**src/hdl/flowshop_pkg.sv**
```systemverilog
`default_nettype none

package flowshop_pkg;

    // field widths of the item ports
    localparam int JOB_W    = 5;
    localparam int MACH_W   = 3;
    localparam int PTIME_W  = 10;
    localparam int FINISH_W = 20;
    localparam int CFG_W    = 4;

    // default sizes handed to the top level
    localparam int DEF_MAX_JOBS     = 32;
    localparam int DEF_MAX_MACHINES = 8;

    localparam logic [CFG_W-1:0]    CFG_RESET  = 4'd5;
    localparam logic [FINISH_W-1:0] FINISH_MAX = '1;

    // item kinds
    localparam logic KIND_LOAD  = 1'b0;
    localparam logic KIND_SCHED = 1'b1;

    // token handed from cell to cell
    typedef struct packed {
        logic                valid;
        logic                kind;
        logic [JOB_W-1:0]    job;
        logic [MACH_W-1:0]   machine;
        logic [PTIME_W-1:0]  ptime;
        logic                last;
        logic [FINISH_W-1:0] above;
    } t_tok;

endpackage

`default_nettype wire

```
**src/hdl/flowshop_ram.sv**
```systemverilog
`default_nettype none

module flowshop_ram #(
    parameter int WIDTH = 10,
    parameter int DEPTH = 32
) (
    input  wire logic                     i_clk,
    input  wire logic                     i_we,
    input  wire logic [$clog2(DEPTH)-1:0] i_waddr,
    input  wire logic [WIDTH-1:0]         i_wdata,
    input  wire logic                     i_re,
    input  wire logic [$clog2(DEPTH)-1:0] i_raddr,
    output logic      [WIDTH-1:0]         o_rdata
);

    logic [WIDTH-1:0] r_mem [DEPTH];

    always_ff @(posedge i_clk) begin
        if (i_we) begin
            r_mem[i_waddr] <= i_wdata;
        end
        if (i_re) begin
            o_rdata <= r_mem[i_raddr];
        end
    end

endmodule

`default_nettype wire

```
**src/hdl/flowshop_cell.sv**
```systemverilog
`default_nettype none

module flowshop_cell #(
    parameter int MAX_JOBS = 32,
    parameter int CELL_IDX = 0
) (
    input  wire logic               i_clk,
    input  wire logic               i_rst_n,
    input  wire logic               i_en,
    input  wire logic               i_active,
    input  wire flowshop_pkg::t_tok i_tok,
    output flowshop_pkg::t_tok      o_tok
);

    import flowshop_pkg::*;

    localparam int AW = $clog2(MAX_JOBS);
    localparam int XW = (AW > JOB_W) ? AW : JOB_W;

    t_tok                r_a;
    t_tok                r_b;
    t_tok                n_b;
    logic [FINISH_W-1:0] r_row;
    logic [FINISH_W-1:0] n_row;

    logic [XW-1:0]       job_x;
    logic [AW-1:0]       addr;
    logic                we;
    logic                in_ok;
    logic                a_ok;
    logic [PTIME_W-1:0]  rdata;
    logic [PTIME_W-1:0]  ptime;
    logic [FINISH_W-1:0] start;
    logic [FINISH_W:0]   sum;
    logic [FINISH_W-1:0] sat;

    assign job_x = XW'(i_tok.job);
    assign addr  = job_x[AW-1:0];
    assign in_ok = int'(i_tok.job) < MAX_JOBS;
    assign we    = i_en && i_tok.valid && (i_tok.kind == KIND_LOAD) && in_ok
                   && (int'(i_tok.machine) == CELL_IDX);

    // this machine's column of the time table
    flowshop_ram #(
        .WIDTH (PTIME_W),
        .DEPTH (MAX_JOBS)
    ) u_ram (
        .i_clk   (i_clk),
        .i_we    (we),
        .i_waddr (addr),
        .i_wdata (i_tok.ptime),
        .i_re    (i_en),
        .i_raddr (addr),
        .o_rdata (rdata)
    );

    assign a_ok  = int'(r_a.job) < MAX_JOBS;
    assign ptime = a_ok ? rdata : '0;
    assign start = (r_a.above > r_row) ? r_a.above : r_row;
    assign sum   = {1'b0, start} + (FINISH_W + 1)'(ptime);
    assign sat   = sum[FINISH_W] ? FINISH_MAX : sum[FINISH_W-1:0];

    always_comb begin
        n_b   = r_a;
        n_row = r_row;
        if (r_a.valid && (r_a.kind == KIND_SCHED)) begin
            if (i_active) begin
                n_b.above = sat;
                n_row     = sat;
            end
            if (r_a.last) begin
                n_row = '0;
            end
        end
    end

    always_ff @(posedge i_clk) begin
        if (!i_rst_n) begin
            r_a.valid <= 1'b0;
            r_b.valid <= 1'b0;
            r_row     <= '0;
        end else if (i_en) begin
            r_a   <= i_tok;
            r_b   <= n_b;
            r_row <= n_row;
        end
    end

    assign o_tok = r_b;

    a_last_clears: assert property (@(posedge i_clk) disable iff (!i_rst_n)
        i_en && r_a.valid && (r_a.kind == KIND_SCHED) && r_a.last |=> r_row == '0)
        else $error("row not cleared after last job");

    a_idle_pass: assert property (@(posedge i_clk) disable iff (!i_rst_n)
        i_en && r_a.valid && !i_active |=> r_b.above == $past(r_a.above))
        else $error("unused machine changed the completion time");

    a_row_grows: assert property (@(posedge i_clk) disable iff (!i_rst_n)
        i_en && r_a.valid && (r_a.kind == KIND_SCHED) && !r_a.last && i_active
        |=> r_row >= $past(r_row))
        else $error("completion time went backwards");

endmodule

`default_nettype wire

```
**src/hdl/flowshop_obuf.sv**
```systemverilog
`default_nettype none

module flowshop_obuf (
    input  wire logic                          i_clk,
    input  wire logic                          i_rst_n,
    input  wire logic                          i_push,
    input  wire logic [flowshop_pkg::FINISH_W-1:0] i_finish,
    input  wire logic                          i_done,
    output logic                               o_full,
    output logic                               o_valid,
    input  wire logic                          i_ready,
    output logic      [flowshop_pkg::FINISH_W-1:0] o_finish,
    output logic                               o_done
);

    import flowshop_pkg::*;

    logic [1:0]          r_cnt;
    logic [FINISH_W-1:0] r_fin0;
    logic [FINISH_W-1:0] r_fin1;
    logic                r_done0;
    logic                r_done1;
    logic                pop;

    assign pop     = (r_cnt != 2'd0) && i_ready;
    assign o_full  = (r_cnt == 2'd2);
    assign o_valid = (r_cnt != 2'd0);
    assign o_finish = r_fin0;
    assign o_done   = r_done0;

    always_ff @(posedge i_clk) begin
        if (!i_rst_n) begin
            r_cnt <= 2'd0;
        end else begin
            case ({i_push, pop})
                2'b10: begin
                    if (r_cnt == 2'd0) begin
                        r_fin0  <= i_finish;
                        r_done0 <= i_done;
                    end else begin
                        r_fin1  <= i_finish;
                        r_done1 <= i_done;
                    end
                    r_cnt <= r_cnt + 2'd1;
                end
                2'b01: begin
                    r_fin0  <= r_fin1;
                    r_done0 <= r_done1;
                    r_cnt   <= r_cnt - 2'd1;
                end
                2'b11: begin
                    r_fin0  <= i_finish;
                    r_done0 <= i_done;
                end
                default: begin
                end
            endcase
        end
    end

endmodule

`default_nettype wire

```
**src/hdl/flowshop_makespan.sv**
```systemverilog
`default_nettype none

// flowshop_makespan: makespan of a job permutation in a permutation flow shop
// input channel (i_in_valid / o_in_ready) carries two kinds of beat:
//   load beat: stores i_proc_time for (i_job_id, i_machine), gives no result
//   schedule beat: runs job i_job_id through the machines in use and gives
//   one result beat with its completion time on the last machine in use;
//   with i_last_job set that value is the makespan and the row is cleared
// output channel (o_out_valid / i_out_ready) carries o_finish_time and
// o_done_res, one beat per schedule beat, in order
// i_cfg_we writes i_cfg_wdata as the machine count; write only while idle
// structure: one cell per machine, each with its own column of the time
// table in a small ram and its own completion time; a beat walks the row as
// a wavefront, each cell a ram read stage then a max/add/saturate stage
// throughput: one beat per cycle while the output buffer is not full,
// set by the per-cell max/add stage
// a two-beat output buffer sits after the last cell; when it holds two
// beats the whole row freezes and o_in_ready drops until one is taken
// reset (synchronous, active low) empties the row and the buffer, clears
// all completion times and sets the machine count to 5; table contents are
// undefined until loaded

module flowshop_makespan #(
    parameter int MAX_JOBS     = flowshop_pkg::DEF_MAX_JOBS,
    parameter int MAX_MACHINES = flowshop_pkg::DEF_MAX_MACHINES
) (
    input  wire logic                                i_clk,
    input  wire logic                                i_rst_n,
    // input beats
    input  wire logic                                i_in_valid,
    output logic                                     o_in_ready,
    input  wire logic                                i_kind,
    input  wire logic [flowshop_pkg::JOB_W-1:0]      i_job_id,
    input  wire logic [flowshop_pkg::MACH_W-1:0]     i_machine,
    input  wire logic [flowshop_pkg::PTIME_W-1:0]    i_proc_time,
    input  wire logic                                i_last_job,
    // result beats
    output logic                                     o_out_valid,
    input  wire logic                                i_out_ready,
    output logic      [flowshop_pkg::FINISH_W-1:0]   o_finish_time,
    output logic                                     o_done_res,
    // machine count register
    input  wire logic                                i_cfg_we,
    input  wire logic [flowshop_pkg::CFG_W-1:0]      i_cfg_wdata
);

    import flowshop_pkg::*;

    logic [CFG_W-1:0] r_cfg;
    logic             en;
    logic             full;
    logic             push;
    t_tok             tok [MAX_MACHINES+1];

    // machine count register
    always_ff @(posedge i_clk) begin
        if (!i_rst_n) begin
            r_cfg <= CFG_RESET;
        end else if (i_cfg_we) begin
            r_cfg <= i_cfg_wdata;
        end
    end

    // whole row advances unless the output buffer is full
    assign en         = !full;
    assign o_in_ready = en;

    // beat entering the first cell, nothing finished above machine 0
    always_comb begin
        tok[0].valid   = i_in_valid;
        tok[0].kind    = i_kind;
        tok[0].job     = i_job_id;
        tok[0].machine = i_machine;
        tok[0].ptime   = i_proc_time;
        tok[0].last    = i_last_job;
        tok[0].above   = '0;
    end

    for (genvar m = 0; m < MAX_MACHINES; m++) begin : g_cell
        logic active;

        // machine 0 always works; a count above MAX_MACHINES covers the row
        assign active = (m == 0) || (int'(r_cfg) > m);

        flowshop_cell #(
            .MAX_JOBS (MAX_JOBS),
            .CELL_IDX (m)
        ) u_cell (
            .i_clk    (i_clk),
            .i_rst_n  (i_rst_n),
            .i_en     (en),
            .i_active (active),
            .i_tok    (tok[m]),
            .o_tok    (tok[m+1])
        );
    end

    // unused cells pass the completion time through, so the row end holds
    // the completion on the last machine in use
    assign push = en && tok[MAX_MACHINES].valid && (tok[MAX_MACHINES].kind == KIND_SCHED);

    flowshop_obuf u_obuf (
        .i_clk    (i_clk),
        .i_rst_n  (i_rst_n),
        .i_push   (push),
        .i_finish (tok[MAX_MACHINES].above),
        .i_done   (tok[MAX_MACHINES].last),
        .o_full   (full),
        .o_valid  (o_out_valid),
        .i_ready  (i_out_ready),
        .o_finish (o_finish_time),
        .o_done   (o_done_res)
    );

endmodule

`default_nettype wire
```
**config.mk**
```make
export PLATFORM = sky130hd
export DESIGN_NAME = flowshop_makespan
export DESIGN_NICKNAME = d
export VERILOG_FILES = /design/src/hdl/flowshop_pkg.sv /design/src/hdl/flowshop_ram.sv /design/src/hdl/flowshop_cell.sv /design/src/hdl/flowshop_obuf.sv /design/src/hdl/flowshop_makespan.sv
export SDC_FILE = /design/constraint.sdc
export NUM_CORES = 2
export LEC_CHECK = 0
export BUFFER_PORTS_ARGS = -buffer_cell sky130_fd_sc_hd__buf_2
export CORE_AREA = 2 2 478 527
export CTS_CLUSTER_DIAMETER = 60
export DETAILED_ROUTE_END_ITERATION = 8
export DIE_AREA = 0 0 480 529
export MAX_ROUTING_LAYER = met4
export PLACE_DENSITY = 0.71
export SLEW_MARGIN = 20
export SYNTH_ARGS = -nofsm -noshare
export SYNTH_HDL_FRONTEND = slang
export SYNTH_SLANG_ARGS = --single-unit
export TNS_END_PERCENT = 10
```
**constraint.sdc**
```tcl
create_clock -name i_clk -period 33.5 [get_ports i_clk]
set_input_delay 6.7 -clock i_clk [delete_from_list [all_inputs] [get_ports i_clk]]
set_output_delay 6.7 -clock i_clk [all_outputs]
set_load 0.01 [all_outputs]
```
# Yosys cells after proc, flatten, opt, wreduce, memory -nomap -nowiden
# Memory sizes are Yosys's and may differ from the RTL's. A register that Yosys moved wholly into a read port is not among the register bits.
# Cells that the tools add are included.
# Widths: inputs -> output; s select.
[totals]
register_bits = 808
out_inout_bits = 23
word_cells = 307
mem_count = 8
inputBits = 29
mem_bits_rw = 2560
[op_classes]
n_addsub = 10
muxes = 66
reduce_logical = 67
eq_ne = 12
bitwise_logic = 10
order_cmp = 15
[memory_table]
columns = ["memory", "words", "word_bits", "read_ports", "rd_ports_with_merged_regs", "write_ports", "line", "text"]
rows = [
  ["g_cell[0].u_cell.u_ram.r_mem", 32, 10, 1, 1, 1, "flowshop_ram.sv:16", "logic [WIDTH-1:0] r_mem [DEPTH];"],
  ["g_cell[1].u_cell.u_ram.r_mem", 32, 10, 1, 1, 1, "flowshop_ram.sv:16", ""],
  ["g_cell[2].u_cell.u_ram.r_mem", 32, 10, 1, 1, 1, "flowshop_ram.sv:16", ""],
  ["g_cell[3].u_cell.u_ram.r_mem", 32, 10, 1, 1, 1, "flowshop_ram.sv:16", ""],
  ["g_cell[4].u_cell.u_ram.r_mem", 32, 10, 1, 1, 1, "flowshop_ram.sv:16", ""],
  ["g_cell[5].u_cell.u_ram.r_mem", 32, 10, 1, 1, 1, "flowshop_ram.sv:16", ""],
  ["+2 memories", "-", "-", "-", "-", "-", "-", ""],
]
[op_table]
columns = ["op", "n"]
rows = [
  ["$mux 20", 46],
  ["$add 20x10->21", 8],
  ["$gt 20x20->1", 7],
  ["$pmux 20 s3", 1],
  ["$logic_and 1x1->1", 35],
  ["$reduce_and 3->1", 9],
  ["$gt 1x20->1 const A", 1],
  ["$reduce_bool 2->1", 9],
  ["$mux 1", 17],
  ["$gt 4x3->1 const B", 4],
  ["$eq 3x3->1 const B", 4],
  ["$not 1->1", 10],
  ["$logic_not 1->1", 9],
  ["$gt 4x2->1 const B", 2],
  ["$eq 2x2->1 const B", 3],
  ["$eq 3x2->1 const B", 2],
  ["$gt 4x1->1 const B", 1],
  ["$pmux 2 s2", 1],
  ["$reduce_and 2->1", 2],
  ["$eq 3x1->1 const B", 1],
  ["$logic_not 3->1", 1],
  ["$pmux 1 s3", 1],
  ["$reduce_bool 3->1", 1],
  ["$add 2x1->2 const B", 1],
  ["other kinds (4)", 4],
]

# Depth between registers and ports, before layout
[depth]
ltp_word = 7
mapped_depth = 26
ltp_nobuf = 22

# Modules after synthesis
# Synthesis repeated with hierarchy kept, for this count alone.
[hier_totals]
hier_cells = 9592
hier_area_um2 = 147941.9
[modules_own_cells]
columns = ["module", "area_each_um2", "seq_area_each_um2", "n_inst", "cells_each"]
rows = [
  ["flowshop_ram", 13093.8, 9909.5, 8, 733],
  ["flowshop_cell (g_cell[1].u_cell ...)", 5147.4, 2842.7, 3, 451],
  ["flowshop_cell (g_cell[5].u_cell ...)", 5149.9, 2842.7, 2, 451],
  ["flowshop_cell (g_cell[7].u_cell)", 5288.8, 2842.7, 1, 464],
  ["flowshop_cell (g_cell[0].u_cell)", 5142.4, 2842.7, 1, 450],
  ["flowshop_cell (g_cell[3].u_cell)", 5141.2, 2842.7, 1, 451],
  ["flowshop_obuf", 1659.1, 1301.2, 1, 83],
  ["flowshop_makespan", 217.7, 80.1, 1, 25],
]

# Least setup slack after synthesis
# No wires, ideal clock.
[synth_timing]
path_type = "input to register"
from = "input i_rst_n"
to = "register g_cell[0].u_cell.r_a, in the netlist g_cell[0].u_cell.n_b[20], enable pin"
cell_stages = 5
arrival_ns = 31.574
t_required_ns = 31.951
path_buffers = 3
setup_ns = 1.549
slack_ns = 0.377
path_cell_list = "inv_1 -> clkbuf_1 -> clkbuf_1 -> clkbuf_1 -> nor2_1"
[synth_via]
elab_chain_len = 1
[synth_rtl]
columns = ["item", "line", "text"]
rows = [
  ["start, declared", "flowshop_makespan.sv:28", "input wire logic i_rst_n,"],
  ["$reduce_and 2->1 (no line)", "-", ""],
  ["end signal, assigned", "flowshop_cell.sv:83", "r_a <= i_tok;"],
  ["end, declared", "flowshop_cell.sv:20", "t_tok r_a;"],
]
# Every way passes these cells.
# A chain may end at the register's enable or synchronous reset.

# Worst setup path in the final report
[layout_timing]
from = "input i_rst_n"
to = "register g_cell[2].u_cell.r_b, in the netlist g_cell[2].u_cell.o_tok[28], enable pin"
[layout_via]
elab_chain_len = 1
[layout_rtl]
columns = ["item", "line", "text"]
rows = [
  ["$reduce_and 2->1 (no line)", "-", ""],
  ["end signal, assigned", "flowshop_cell.sv:84", "r_b <= n_b;"],
  ["end, declared", "flowshop_cell.sv:21", "t_tok r_b;"],
]
# Every way passes these cells.

==> flow_summary.json <==
{
  "hold_class": "flop to flop",
  "end_kind": "flop",
  "p_leak_nw": 49.8,
  "clock_latency_ps": 900,
  "die_h_um": 529,
  "fmax_mhz": 109,
  "outcome": "completed",
  "die_x_um": 480,
  "synth_most_common_cell": "edfxtp_1",
  "yosysWarnings": 0,
  "grt.total_usage_pct": 24.8,
  "finalCritPeriodShare_pct": 27.5,
  "p_total_mw": 9.13,
  "drive_gt1_share_pct": 17.5,
  "hold_viol_final": 0,
  "dpl.cell_count": 11000,
  "syn_area_um2": 139000,
  "relSlewSlack_pct": 24.4,
  "cts-buffers-inserted": 340,
  "clock_path_buffers": 4,
  "rsz0062_at_grt": "no",
  "cp_common_cell": "buf_4",
  "crit_path_top_delay_cell": "buf_4",
  "syn_avg_cell_area_um2": 17.5,
  "yosysTopAreaCell": "edfxtp_1",
  "grt_pass1_wl_mm": 461,
  "cts_resized": 0,
  "yosys-top-cells-area": "edfxtp_1 (71%), mux4_2 (10%), dfxtp_1 (2.6%), ha_1 (2.0%), a22oi_1 (1.8%)",
  "grt_max_degree": 182,
  "wl_mm": 309,
  "synth_edf_count": 3266,
  "powerDensity_nw_per_um2": 59.1,
  "fp.dieArea_um2": 254000,
  "post_drt_wl_per_cell_um": 26.5,
  "drc": 0,
  "async_reset_ff_share_pct": 0,
  "cpPeakStageDelay_ps": 860,
  "postCtsHoldBufs": 0,
  "cp.required_ps": 33980,
  "path_clk_slew_ps": 60,
  "grt_overflow": 0,
  "ioPinCount": 52,
  "cts_tree": "done",
  "drt-pass1-iter-count": 6,
  "cp_max_fo": 181,
  "rows": 192,
  "seq_area_frac_synth_pct": 73.3,
  "crit_chain": "buf_2, buf_4, inv_4, nor2_4, buf_12, buf_4",
  "synth_top_flop_cell": "edfxtp_1",
  "clockRootBuffer": "clkbuf_16",
  "start_util_pct": 55.8,
  "grt_pass1_vias": 72500,
  "worstPathArrival_ps": 9680,
  "drv_cap": 0,
  "place_congestion": 0.899,
  "yosys_register_bits": 3448,
  "area_delta_synth_final_pct": 11.4,
  "worstMarginPinSlew_ps": 1130,
  "synthTopCellsByCount": "edfxtp_1 (3266), mux4_2 (640), nor2_1 (503)",
  "core_um2": 248000,
  "post_cts.repair.setup_buffers": 0,
  "vdd_drop_max_v": 0.0000520,
  "io_buffers": 51,
  "h-tree-depth": 5,
  "vias_per_cell": 6.32,
  "slew_viol_final": 0,
  "cts_num_sinks": 3448,
  "hpwl_mm": 191,
  "final_cells": 11700,
  "synthDistinctLibCells": 93,
  "fin_setup_tns_ps": 0,
  "min_period_ps": 9200,
  "synth_top_area_share_pct": 70.7,
  "setup_viol": 0,
  "crit_type": "input pin to flop",
  "critPathLaunchType": "input pin",
  "routed-via-count": 73700,
  "synthCells": 7915,
  "fin_nets": 8352,
  "fin_worst_skew_ps": 56.3,
  "antenna_found_initial": 8,
  "drt_iter0_drc": 8031,
  "syn-num-nets": 8174,
  "antenna_left": 0
}
## stage by stage
step | setup WS (ps) | util (%) | area [um2] | hold slack [ps]
floorplan | 377 | - | 139000 | 400
global placement | 23530 | 57.4 | 143000 | 400
detailed placement | 23460 | 57.5 | 143000 | 405
CTS | 24360 | 61.9 | 154000 | 376
global route | 24130 | 62.2 | 155000 | 380
finish | 24300 | 62.2 | 155000 | 371
## worst max-delay path, delay by kind of cell
family,cells,cell delay (ps)
buf+inv,5,2350
simple gates,1,220
## cells by family after synthesis
| group | after synthesis | share of synthesized area, % |
|---|---|---|
| and+or+nand+nor | 1587 | 5.34 |
| buffers and inverters | 573 | 1.58 |
| DFF | 3448 | 73.3 |
| muxes | 760 | 11.3 |
| adders and majority gates | 230 | 2.12 |
| AOI/OAI and AO/OA | 1195 | 5.55 |
| xor gates and xnor gates | 122 | 0.770 |
## cells in the final DEF, fill, tap and decap left out, types with 36 or more instances in the layout
cell / count
nor2_1: 499
nor3_1: 61
clkinv_2: 56
mux4_2: 640
dfxtp_1: 182
edfxtp_1: 3266
inv_1: 206
xnor2_1: 81
mux2_2: 58
buf_8: 36
a22oi_1: 331
and3_1: 44
buf_2: 49
ha_1: 221
nand4_1: 141
nand3_1: 112
a21oi_1: 262
o21ai_0: 219
o21ai_1: 105
clkinv_1: 57
mux2i_1: 60
nand2_1: 500
buf_4: 98
clkbuf_16: 342
a21o_1: 40
clkbuf_1: 61
xor2_1: 41
## per-layer routing
layer | up-vias | track usage [%] | part of all wire [%]
met1 | 37700 | 34.1 | 40
met2 | 3260 | 39.1 | 49
met3 | 580 | 3.63 | 7.6
met4 | 0 | 6.99 | 2.9
met5 | - | - | 0
li1 | 32100 | - | -
## worst paths after layout
path | startpoint | end | slack [ps] | depth (start not counted)
max | i_rst_n | g_cell[2].u_cell.o_tok[28]$_DFFE_PP_ | 24300 | 6
min | g_cell[5].u_cell.n_b[38]$_DFFE_PP_ | g_cell[5].u_cell.o_tok[38]$_DFFE_PP_ | 370 | 0
max reg2reg | g_cell[7].u_cell.r_row[17]$_SDFFE_PN0P_ | g_cell[7].u_cell.o_tok[14]$_DFFE_PP_ | 27270 | 23
min reg2reg | g_cell[5].u_cell.n_b[38]$_DFFE_PP_ | g_cell[5].u_cell.o_tok[38]$_DFFE_PP_ | 370 | 0
## power breakdown
group          switching [mW]  total (mW)  internal [mW]
logic                   0.310       0.501          0.192
registers              0.0619        4.84           4.78
clock network            1.62        3.78           2.16
## flip-flops by register name, summed over array words and instances, names as in the netlist
signal                       count
g_cell.u_cell.n_b              150
g_cell.u_cell.r_row            160
u_obuf.o_finish                 20
u_obuf.r_cnt                     2
g_cell.u_cell.u_ram.r_mem     2560
u_obuf.r_fin1                   20
r_cfg                            4
g_cell.u_cell.o_tok            310
u_obuf.r_done1                   1
g_cell.u_cell.u_ram.o_rdata     80
g_cell.u_cell.r_a              140
u_obuf.o_done                    1
## final cells by class
| class | count | area, um2 |
|---|---|---|
| Sequential cell | 3448 | 102000 |
| Fill cell | 17300 | 93900 |
| Multi-Input combinational cell | 3894 | 34900 |
| Clock buffer | 411 | 8900 |
| Tap cell | 3298 | 4130 |
| Clock inverter | 197 | 2160 |
| Timing Repair Buffer | 200 | 1920 |
| Inverter | 209 | 792 |
| Antenna cell | 4 | 10.0 |
(Power assumes the default switching activity.)
